==> config.mk <==
export PLATFORM = sky130hd
export DESIGN_NAME = shell_line_splitter_top_flat
export DESIGN_NICKNAME = d
export VERILOG_FILES = /design/src/rtl/core/slsp_pkg.sv /design/src/rtl/core/slsp_if.sv /design/src/rtl/core/slsp_lexer.sv /design/src/rtl/core/shell_line_splitter_top.sv /design/src/flat_wrapper.sv
export SDC_FILE = /design/constraint.sdc
export NUM_CORES = 1
export LEC_CHECK = 0
export BUFFER_PORTS_ARGS = -buffer_cell sky130_fd_sc_hd__buf_4
export CAP_MARGIN = 10
export CORE_MARGIN = 2
export CORE_UTILIZATION = 45
export DETAILED_ROUTE_END_ITERATION = 7
export GPL_TIMING_DRIVEN = 0
export PLACE_DENSITY_LB_ADDON = 0.2
export SLEW_MARGIN = 20
export SYNTH_ARGS = -nofsm -noshare
export SYNTH_HDL_FRONTEND = slang
export SYNTH_SLANG_ARGS = --single-unit
==> constraint.sdc <==
create_clock -name clk -period 3.5 [get_ports clk]
set_input_delay 0.7 -clock clk [delete_from_list [all_inputs] [get_ports clk]]
set_output_delay 0.7 -clock clk [all_outputs]
set_load 0.01 [all_outputs]
==> src/rtl/core/slsp_pkg.sv <==
`default_nettype none
// ----------------------------------------------------------------------------
// slsp_pkg
// Types and character codes shared by the shell line splitter.
// ----------------------------------------------------------------------------
package slsp_pkg;

	typedef enum logic [2:0] {
		MODE_PLAIN   = 3'd0,
		MODE_COMMENT = 3'd1,
		MODE_SQUOTE  = 3'd2,
		MODE_ESCAPE  = 3'd3,
		MODE_DOLLAR  = 3'd4,
		MODE_BRACE   = 3'd5
	} mode_t;

	typedef enum logic [1:0] {
		KIND_CHAR   = 2'd0,
		KIND_LINE   = 2'd1,
		KIND_NOLINE = 2'd2,
		KIND_ERROR  = 2'd3
	} kind_t;

	localparam logic [7:0] CH_HASH    = 8'h23;
	localparam logic [7:0] CH_NL      = 8'h0A;
	localparam logic [7:0] CH_DQUOTE  = 8'h22;
	localparam logic [7:0] CH_SQUOTE  = 8'h27;
	localparam logic [7:0] CH_BSLASH  = 8'h5C;
	localparam logic [7:0] CH_DOLLAR  = 8'h24;
	localparam logic [7:0] CH_LBRACE  = 8'h7B;
	localparam logic [7:0] CH_RBRACE  = 8'h7D;

	typedef struct packed {
		kind_t      kind;
		logic [7:0] out_char;
		logic       hanging;
		logic       last;
	} result_t;

	typedef struct packed {
		logic [1:0] count;
		result_t    first;
		result_t    second;
	} lex_out_t;

endpackage
`default_nettype wire

==> src/rtl/core/slsp_if.sv <==
`default_nettype none
// ----------------------------------------------------------------------------
// slsp_if
// Valid/ready channels for input characters and result words.
// ----------------------------------------------------------------------------
interface slsp_in_if;
	logic       valid;
	logic       ready;
	logic [7:0] ch;
	logic       end_of_input;

	modport source (output valid, output ch, output end_of_input, input ready);
	modport sink   (input valid, input ch, input end_of_input, output ready);
endinterface

interface slsp_out_if;
	import slsp_pkg::*;

	logic       valid;
	logic       ready;
	kind_t      kind;
	logic [7:0] out_char;
	logic       hanging;
	logic       last;

	modport source (output valid, output kind, output out_char, output hanging,
		output last, input ready);
	modport sink   (input valid, input kind, input out_char, input hanging,
		input last, output ready);
endinterface
`default_nettype wire

==> src/rtl/core/slsp_lexer.sv <==
`default_nettype none
// ----------------------------------------------------------------------------
// slsp_lexer
// Lexer mode state and the zero to two result words for each accepted item.
// ----------------------------------------------------------------------------
module slsp_lexer (
	input  wire logic              clk,
	input  wire logic              arst_n,
	input  wire logic              accept,
	input  wire logic [7:0]        ch,
	input  wire logic              end_of_input,
	output slsp_pkg::lex_out_t     lex
);
	import slsp_pkg::*;

	mode_t mode_q, mode_n;
	logic  dq_q, dq_n;
	logic  has_q, has_n;
	logic  hang_q, hang_n;

	function automatic result_t mk(kind_t k, logic [7:0] c, logic h, logic l);
		result_t r;
		r.kind     = k;
		r.out_char = c;
		r.hanging  = h;
		r.last     = l;
		return r;
	endfunction

	always_ff @(posedge clk or negedge arst_n) begin
		if (!arst_n) begin
			mode_q <= MODE_PLAIN;
			dq_q   <= 1'b0;
			has_q  <= 1'b0;
			hang_q <= 1'b0;
		end else begin
			mode_q <= mode_n;
			dq_q   <= dq_n;
			has_q  <= has_n;
			hang_q <= hang_n;
		end
	end

	always_comb begin
		mode_n = mode_q;
		dq_n   = dq_q;
		has_n  = has_q;
		hang_n = hang_q;
		lex    = '0;
		if (accept) begin
			if (end_of_input) begin
				lex.count = 2'd1;
				case (mode_q)
					MODE_SQUOTE, MODE_BRACE: begin
						lex.first = mk(KIND_ERROR, 8'h00, 1'b1, 1'b1);
					end
					MODE_ESCAPE: begin
						lex.count  = 2'd2;
						lex.first  = mk(KIND_CHAR, CH_BSLASH, dq_q, 1'b0);
						lex.second = mk(KIND_LINE, 8'h00, dq_q, 1'b1);
					end
					default: begin
						lex.first = mk(has_q ? KIND_LINE : KIND_NOLINE, 8'h00, dq_q, 1'b1);
					end
				endcase
				mode_n = MODE_PLAIN;
				dq_n   = 1'b0;
				has_n  = 1'b0;
				hang_n = 1'b0;
			end else begin
				has_n = 1'b1;
				case (mode_q)
					MODE_COMMENT: begin
						if (ch == CH_NL) mode_n = MODE_PLAIN;
					end
					MODE_SQUOTE: begin
						if (ch == CH_SQUOTE) begin
							mode_n = MODE_PLAIN;
							hang_n = dq_q;
						end
						lex.count = 2'd1;
						lex.first = mk(KIND_CHAR, ch, hang_n, 1'b1);
					end
					MODE_ESCAPE: begin
						mode_n = MODE_PLAIN;
						hang_n = dq_q;
						if (ch != CH_NL) begin
							lex.count  = 2'd2;
							lex.first  = mk(KIND_CHAR, CH_BSLASH, dq_q, 1'b0);
							lex.second = mk(KIND_CHAR, ch, dq_q, 1'b1);
						end
					end
					MODE_DOLLAR: begin
						if (ch == CH_LBRACE) begin
							mode_n = MODE_BRACE;
						end else begin
							mode_n = MODE_PLAIN;
							hang_n = dq_q;
						end
						lex.count = 2'd1;
						lex.first = mk(KIND_CHAR, ch, hang_n, 1'b1);
					end
					MODE_BRACE: begin
						if (ch == CH_RBRACE) begin
							mode_n = MODE_PLAIN;
							hang_n = dq_q;
						end
						lex.count = 2'd1;
						lex.first = mk(KIND_CHAR, ch, hang_n, 1'b1);
					end
					default: begin
						mode_n = MODE_PLAIN;
						if (ch == CH_HASH && !dq_q) begin
							mode_n = MODE_COMMENT;
						end else if (ch == CH_NL && !dq_q) begin
							lex.count = 2'd1;
							lex.first = mk(KIND_LINE, 8'h00, 1'b0, 1'b1);
							dq_n      = 1'b0;
							has_n     = 1'b0;
							hang_n    = 1'b0;
						end else if (ch == CH_BSLASH) begin
							mode_n = MODE_ESCAPE;
							hang_n = 1'b1;
						end else begin
							if (ch == CH_DQUOTE) begin
								dq_n   = ~dq_q;
								hang_n = ~dq_q;
							end else if (ch == CH_SQUOTE && !dq_q) begin
								mode_n = MODE_SQUOTE;
								hang_n = 1'b1;
							end else if (ch == CH_DOLLAR) begin
								mode_n = MODE_DOLLAR;
								hang_n = 1'b1;
							end
							lex.count = 2'd1;
							lex.first = mk(KIND_CHAR, ch, hang_n, 1'b1);
						end
					end
				endcase
			end
		end
	end

endmodule
`default_nettype wire

==> src/rtl/core/shell_line_splitter_top.sv <==
`default_nettype none
// ----------------------------------------------------------------------------
// shell_line_splitter_top
// Splits a character stream into shell command lines.
// Results: the result words of an accepted item are registered into the
// result queue and offered in order from its head.
// Throughput: one item per cycle while the result queue holds fewer than
// two words; the three-word queue gives out one word a cycle when ready.
// Reset: asynchronous, clears lexer state and empties the result queue.
// ----------------------------------------------------------------------------
module shell_line_splitter_top (
	input  wire logic  clk,
	input  wire logic  arst_n,
	slsp_in_if.sink    chars,
	slsp_out_if.source results
);
	import slsp_pkg::*;

	lex_out_t   lex;
	result_t    q_q [3];
	result_t    q_n [3];
	logic [1:0] cnt_q;
	logic [1:0] cnt_n;
	logic [1:0] base;
	logic       acc;
	logic       pop;

	assign chars.ready = !cnt_q[1];
	assign acc         = chars.valid && chars.ready;
	assign pop         = results.valid && results.ready;

	slsp_lexer u_lexer (
		.clk          (clk),
		.arst_n       (arst_n),
		.accept       (acc),
		.ch           (chars.ch),
		.end_of_input (chars.end_of_input),
		.lex          (lex)
	);

	always_comb begin
		q_n  = q_q;
		if (pop) begin
			q_n[0] = q_q[1];
			q_n[1] = q_q[2];
		end
		base = cnt_q - {1'b0, pop};
		for (int i = 0; i < 3; i++) begin
			if (lex.count != 2'd0 && base == 2'(i)) q_n[i] = lex.first;
			if (lex.count == 2'd2 && (base + 2'd1) == 2'(i)) q_n[i] = lex.second;
		end
		cnt_n = base + lex.count;
	end

	always_ff @(posedge clk or negedge arst_n) begin
		if (!arst_n) begin
			cnt_q <= 2'd0;
		end else begin
			cnt_q <= cnt_n;
		end
	end

	always_ff @(posedge clk) begin
		q_q <= q_n;
	end

	assign results.valid    = cnt_q != 2'd0;
	assign results.kind     = q_q[0].kind;
	assign results.out_char = q_q[0].out_char;
	assign results.hanging  = q_q[0].hanging;
	assign results.last     = q_q[0].last;

	a_fill: assert property (@(posedge clk) disable iff (!arst_n)
		acc |-> ({1'b0, cnt_q} - {2'b0, pop} + {1'b0, lex.count}) <= 3'd3)
		else $error("result queue overflow");

	a_eoi: assert property (@(posedge clk) disable iff (!arst_n)
		(acc && chars.end_of_input) |-> lex.count != 2'd0)
		else $error("end of input gave no result");

	a_pair: assert property (@(posedge clk) disable iff (!arst_n)
		(acc && lex.count == 2'd2) |-> (!lex.first.last && lex.second.last))
		else $error("last flag misplaced on word pair");

	a_end: assert property (@(posedge clk) disable iff (!arst_n)
		(pop && results.kind != KIND_CHAR) |-> results.last)
		else $error("line end word not marked last");

endmodule
`default_nettype wire
==> src/flat_wrapper.sv <==
// flat-port wrapper written by rule: the top's interface ports become plain ports
module shell_line_splitter_top_flat import slsp_pkg::*;
  (clk, arst_n, chars_valid, chars_ch, chars_end_of_input, chars_ready, results_valid, results_kind, results_out_char, results_hanging, results_last, results_ready);
  slsp_in_if chars_i ();
  slsp_out_if results_i ();
  input  wire logic clk;
  input  wire logic arst_n;
  input wire logic [$bits(chars_i.valid)-1:0] chars_valid;
  input wire logic [$bits(chars_i.ch)-1:0] chars_ch;
  input wire logic [$bits(chars_i.end_of_input)-1:0] chars_end_of_input;
  output wire logic [$bits(chars_i.ready)-1:0] chars_ready;
  output wire logic [$bits(results_i.valid)-1:0] results_valid;
  output wire logic [$bits(results_i.kind)-1:0] results_kind;
  output wire logic [$bits(results_i.out_char)-1:0] results_out_char;
  output wire logic [$bits(results_i.hanging)-1:0] results_hanging;
  output wire logic [$bits(results_i.last)-1:0] results_last;
  input wire logic [$bits(results_i.ready)-1:0] results_ready;
  assign chars_i.valid = chars_valid;
  assign chars_i.ch = chars_ch;
  assign chars_i.end_of_input = chars_end_of_input;
  assign chars_ready = chars_i.ready;
  assign results_valid = results_i.valid;
  assign results_kind = results_i.kind;
  assign results_out_char = results_i.out_char;
  assign results_hanging = results_i.hanging;
  assign results_last = results_i.last;
  assign results_i.ready = results_ready;
  shell_line_splitter_top u_core (.clk(clk), .arst_n(arst_n), .chars(chars_i), .results(results_i));
endmodule
==> results.py, run 1 <==
metrics = {
    "worst_setup_path": {
        "rrSetupSlack_ns": 0.25,
        "arrival_ns": 3.26,
        "cp_cell_sequence": "buf_2 -> inv_1 -> ha_1 -> inv_1 -> a2111oi_4 -> o31ai_2 -> nand2_4 -> inv_4 -> nor4_1 -> buf_2 -> a31o_4",
        "reg2regPathDepth": 11,
        "cpMaxStageDelayCell": "ha_1",
        "cp_data_required_time_ns": 3.50,
        "r2r-end": "u_core.q_q[10]",
        "path_class": "flop to flop",
        "crit-reg2reg-launch": "u_core.u_lexer.mode_q[1]",
        "start_kind": "flop",
        "cp_slowest_stage_delay_ns": 0.44,
        "path_buf_inv": 5,
        "crit_fanout": 12,
        "cp_top_family": "buffers and inverters",
        "cp-end-kind": "flop",
    },
    "logic_synthesis": {
        "synth.net_count": 326,
        "ys_types": 63,
        "synth.ff_latch_count": 44,
        "synth_area_um2": 3058,
        "synth_edf_count": 36,
        "syn_inst": 309,
        "synth_top_area_share_pct": 35.35,
        "ys.flop_type": "edfxtp_1",
        "yosysTopAreaCell": "edfxtp_1",
        "async_flop_share_pct": 18.18,
        "seq_area_frac_synth_pct": 41.90,
        "ys_warn_count": 0,
        "avgSynthCellArea_um2": 9.896,
        "synthTopCellsByArea": "edfxtp_1 35%, mux2i_1 8.5%, dfrtp_1 6.5%",
    },
    "route": {
        "postRouteWirelength_um": 6958,
        "ant_nets": 0,
        "drt-initial-drc-count": 146,
        "post_drt_wl_per_cell_um": 16.61,
        "drc": 0,
        "dr.pass1.iters": 5,
        "vias": 2477,
        "via_per_inst": 5.912,
    },
    "cells_and_area": {
        "antennaDiodeCount": 0,
        "layout_commonest_cell": "edfxtp_1",
        "syn2layout_area_growth_pct": 13.38,
        "final_cells": 419,
        "utilization_pct": 51.89,
        "final_nets": 355,
        "layout-drive-gt1-share_pct": 21.83,
        "layout_common_cells": "36 x edfxtp_1, 33 x buf_4, 26 x mux2i_1",
    },
    "global_route": {
        "grt_max_degree": 16,
        "grt_remaining_overflow": 0,
        "antenna_found_initial": 0,
        "grt_pass1_vias": 2272,
        "grt_use_total_pct": 19.00,
        "grt_pass1_wl_um": 11160,
    },
    "sta": {
        "period_needed_ns": 3.254,
        "worst-slew-pin-transition_ns": 0.7643,
        "hold_viol_final": 0,
        "post-route-period-util_pct": 92.96,
        "fmaxAchievable_mhz": 307.4,
        "fin_skew_ns": 0.005117,
        "fin_tns_setup_ns": 0,
        "setup_viol": 0,
        "slew_headroom_pct": 48.40,
        "rsz0062_at_grt": "false",
        "slew_violations": 0,
    },
    "floorplan": {
        "ios": 27,
        "initial_core_util_pct": 45.77,
        "die_h_um": 86.44,
        "core_um2": 6681,
        "die_w_um": 86.44,
        "floorplan.rows": 30,
        "die_area_um2": 7471,
    },
    "clocking": {
        "cts_hold_buffers": 0,
        "htree_levels": 2,
        "clockBufferDepth": 2,
        "cts-buffers-inserted": 5,
        "insertion_delay_ns": 0.30,
        "cts-root-buf": "clkbuf_8",
        "cts_tree": "yes",
        "clkTransAtPathRegs_ns": 0.08,
        "cts_sinks": 44,
    },
    "outcome": {
        "outcome": "complete, no violations",
    },
    "worst_hold_path": {
        "hp-class": "input pin to asynchronous set/reset pin",
    },
    "placed_design": {
        "dp_cells": 411,
        "gp_congestion": 0.9152,
        "dpl.hpwl_um": 5354,
        "portBuffers": 22,
    },
    "power_and_ir_drop": {
        "powerDensity_nw_per_um2": 655.8,
        "power_mw": 2.274,
        "peakVddDrop_mv": 0.2106,
        "p_leak_nw": 1.388,
    },
    "flow_run": {
        "drv_cap": 0,
    },
}
## flip-flops by register name, summed over array words and instances, names as in the netlist
| signal | cells |
|---|---|
| u_core.q_q | 24 |
| u_core.results.hanging | 1 |
| u_core.results.out_char | 8 |
| u_core.results.last | 1 |
| u_core.u_lexer.has_q | 1 |
| u_core.results.kind | 2 |
| u_core.u_lexer.mode_q | 3 |
| u_core.u_lexer.dq_q | 1 |
| u_core.cnt_q | 2 |
| u_core.u_lexer.hang_q | 1 |
## report_power, final
part	leakage, nW	switching, mW	total [mW]	internal (mW)
clock network	0.0583	0.185	0.400	0.215
registers	0.446	0.0617	0.880	0.818
logic	0.884	0.555	0.993	0.438
total	1.39	0.802	2.27	1.47
## kinds of logic (layout without fill, tap and decap cells)
group	count (synthesis)	count (layout)	synth area share [%]
buf+inv	50	80	9.411
flops	44	44	41.90
mux	26	26	8.511
xor+xnor	5	5	1.432
simple gates	99	99	17.59
compound gates	81	81	19.52
fa+ha+maj	4	4	1.637
## cells in the mapped netlist, drive strengths merged (8+ instances only)
| library cell | number |
|---|---|
| inv | 21 |
| o21ai | 18 |
| a21oi | 15 |
| nor2b | 8 |
| nand2 | 26 |
| edfxtp | 36 |
| nor2 | 23 |
| nand3 | 9 |
| dfrtp | 8 |
| buf | 22 |
| nor4 | 8 |
| mux2i | 26 |
| a22o | 8 |
## worst max path at each step
stage	slack, ns	from	depth (start not counted)	to
2_1_floorplan	0.35	u_core.u_lexer.mode_q[1]	12	u_core.results.hanging
5_1_grt	0.04	u_core.u_lexer.mode_q[1]	11	u_core.q_q[5]
6_report	0.25	u_core.u_lexer.mode_q[1]	11	u_core.q_q[10]
4_1_cts	0.03	u_core.u_lexer.mode_q[1]	12	u_core.q_q[22]
3_3_place_gp	-0.29	u_core.u_lexer.mode_q[1]	12	u_core.results.out_char[4]
3_5_place_dp	-0.32	u_core.u_lexer.mode_q[1]	12	u_core.results.out_char[4]
## through the flow
stage	cell area [µm²]	worst slack, ns	hold slack, ns
3_5_place_dp	3323	-0.3152	0.5305
3_3_place_gp	3323	-0.2947	0.5255
2_1_floorplan	3058	0.3460	0.4044
6_report	3467	0.2465	0.2063
5_1_grt	3467	0.03981	0.2020
4_1_cts	3460	0.03275	0.2016
## repair_timing
action / in CTS / in global routing
setup endpoints to repair: 40 / 41
setup buffers: 1 / 0
endpoints found under the hold margin: 0 / 0
pin swaps: 1 / 0
resized for setup: 3 / 3
## metal layers
layer	share of wire [%]	GRT usage, %	vias to the layer above
met3	4.9	2.667	10
met4	1.2	6.108	0
met1	45	25.59	1170
li1	-	-	1209
met2	49	31.68	88
met5	0	0	-
## cell type report
cell class / instances / area (µm²)
inverters: 21 / 81.33
multi-input cells: 215 / 1511
flip-flops and latches: 44 / 1281
clock buffers: 5 / 68.82
plain buffers: 28 / 203.9
fillers: 630 / 3214
repair buffers: 23 / 172.7
well taps: 80 / 100.1
clock inverters: 3 / 47.55
Note: power is estimated with default switching activity, not from simulation.
==> run 2, diff against run 1 <==
- BUFFER_PORTS_ARGS: -buffer_cell sky130_fd_sc_hd__buf_4 -> -buffer_cell sky130_fd_sc_hd__clkbuf_2
- PLACE_DENSITY: default -> 0.71
- PLACE_DENSITY_LB_ADDON: 0.2 -> default
==> results.py, run 2 (synthesized netlist as in run 1, its figures left out) <==
metrics = {
    "clocking": {
        "clockBufferDepth": 2,
        "cts_sinks": 44,
        "cts_hold_buffers": 0,
        "htree_levels": 2,
        "insertion_delay_ns": 0.30,
        "clkTransAtPathRegs_ns": 0.09,
        "cts-buffers-inserted": 5,
        "cts_tree": "yes",
        "cts-root-buf": "clkbuf_8",
    },
    "worst_setup_path": {
        "path_buf_inv": 5,
        "cp_slowest_stage_delay_ns": 0.43,
        "cp_data_required_time_ns": 3.50,
        "cp_top_family": "buffers and inverters",
        "cp-end-kind": "flop",
        "start_kind": "flop",
        "r2r-end": "u_core.q_q[11]",
        "cp_num_cells": 11,
        "rrSetupSlack_ns": 0.30,
        "crit_path_frequent_cell": "inv_1",
        "crit_fanout": 12,
        "arrival_ns": 3.19,
        "path_class": "flop to flop",
        "cpMaxStageDelayCell": "ha_1",
        "crit-reg2reg-launch": "u_core.u_lexer.mode_q[1]",
        "reg2regPathDepth": 11,
        "cp_cell_sequence": "buf_2 -> inv_1 -> ha_1 -> inv_1 -> a2111oi_4 -> o31ai_2 -> nand2_4 -> inv_4 -> nor4_1 -> clkbuf_4 -> a31o_4",
    },
    "flow_run": {
        "drv_cap": 0,
    },
    "global_route": {
        "grt_remaining_overflow": 0,
        "grt_pass1_wl_um": 11170,
        "grt_use_total_pct": 19.04,
        "antenna_found_initial": 0,
        "grt_max_degree": 16,
        "grt_pass1_vias": 2266,
    },
    "route": {
        "dr.pass1.iters": 5,
        "vias": 2463,
        "drt-initial-drc-count": 184,
        "via_per_inst": 5.878,
        "post_drt_wl_per_cell_um": 16.54,
        "drc": 0,
        "postRouteWirelength_um": 6932,
        "ant_nets": 0,
    },
    "cells_and_area": {
        "largest_register": "u_core.q_q",
        "final_nets": 355,
        "largest_register_ffs": 24,
        "layout_common_cells": "36 x edfxtp_1, 26 x mux2i_1, 24 x nand2_1",
        "layout_commonest_cell": "edfxtp_1",
        "syn2layout_area_growth_pct": 11.62,
        "layout-drive-gt1-share_pct": 21.83,
        "antennaDiodeCount": 0,
        "fillers": 634,
    },
    "power_and_ir_drop": {
        "powerDensity_nw_per_um2": 657.2,
        "power_mw": 2.243,
        "p_switching_mw": 0.8136,
        "power_frac_comb_pct": 42.8,
        "swShare_pct": 36.27,
        "power_frac_seq_pct": 39.1,
        "cell_internal_pwr_mw": 1.429,
        "p_leak_nw": 1.370,
        "peakVddDrop_mv": 0.2877,
        "clkPwrFrac_pct": 18.0,
    },
    "floorplan": {
        "die_w_um": 86.44,
        "ios": 27,
        "floorplan.rows": 30,
        "core_um2": 6681,
        "initial_core_util_pct": 45.77,
        "die_h_um": 86.44,
        "die_area_um2": 7471,
    },
    "sta": {
        "fin_skew_ns": 0.01078,
        "fmaxAchievable_mhz": 312.8,
        "slew_violations": 0,
        "period_needed_ns": 3.197,
        "worst-slew-pin-transition_ns": 0.8122,
        "setup_viol": 0,
        "rsz0062_at_grt": "false",
        "hold_viol_final": 0,
        "slew_headroom_pct": 45.16,
        "worst_slack_ns": 0.3033,
        "post-route-period-util_pct": 91.33,
        "fin_tns_setup_ns": 0,
    },
    "placed_design": {
        "pre_cts_ws_ns": -0.2802,
        "dpl.hpwl_um": 5291,
        "gp_congestion": 0.9057,
        "portBuffers": 22,
    },
    "worst_hold_path": {
        "hp-class": "input pin to asynchronous set/reset pin",
    },
    "outcome": {
        "outcome": "complete, no violations",
    },
}
run 2: metal layers:
metal	wire length [µm]	vias up	global-route usage, %
met5	0	-	0
met4	107	0	5.114
met3	459	11	2.571
met2	3349	102	31.05
met1	3016	1146	26.74
li1	-	1204	-
run 2: power groups by stage:
stage | clock network (mW) | logic [mW] | registers (mW)
6_report | 0.405 | 0.961 | 0.878
5_1_grt | 0.427 | 1.06 | 0.896
4_1_cts | 0.407 | 0.941 | 0.879
3_5_place_dp | 0 | 0.936 | 0.892
3_3_place_gp | 0 | 0.910 | 0.883
2_1_floorplan | 0 | 0.708 | 0.882
run 2: worst max path at each step:
stage / from / to
finish: u_core.u_lexer.mode_q[1] / u_core.q_q[11]
global route: u_core.u_lexer.mode_q[1] / u_core.results.out_char[1]
CTS: u_core.u_lexer.mode_q[1] / u_core.q_q[1]
detailed placement: u_core.u_lexer.mode_q[1] / u_core.results.out_char[3]
global placement: u_core.u_lexer.mode_q[1] / u_core.results.out_char[3]
floorplan: u_core.u_lexer.mode_q[1] / u_core.results.hanging
run 2: what timing repair did:
| action | 4_1_cts | 5_1_grt |
|---|---|---|
| gates resized for setup | 2 | 5 |
| setup buffers | 1 | 0 |
| pin swaps | 1 | 0 |
| setup endpoints to repair | 40 | 40 |
run 2: layout make-up:
class | count | area, µm² | share of cell area [%]
Tap cell | 80 | 100.1 | 2.933
Timing Repair Buffer | 23 | 117.6 | 3.446
Buffer | 28 | 206.4 | 6.048
Sequential cell | 44 | 1281 | 37.54
Multi-Input combinational cell | 215 | 1511 | 44.28
Clock inverter | 3 | 46.29 | 1.356
Inverter | 21 | 81.33 | 2.383
Clock buffer | 5 | 68.82 | 2.016
run 2: per-stage QoR:
| step | cells | area, µm² | hold slack (ns) | util (%) |
|---|---|---|---|---|
| floorplan | 309 | 3058 | 0.4044 | - |
| global placement | 411 | 3268 | 0.5245 | 48.91 |
| detailed placement | 411 | 3268 | 0.5284 | 48.91 |
| CTS | 420 | 3395 | 0.2483 | 50.81 |
| global route | 419 | 3413 | 0.2562 | 51.09 |
| finish | 419 | 3413 | 0.2403 | 51.09 |
run 2: worst register-to-register path: cells and delay by family (launching register included):
kind,cells,cell delay [ns]
flops,1,0.41
fa+ha+maj,1,0.43
buf+inv,5,0.84
compound gates,3,0.71
simple gates,2,0.51
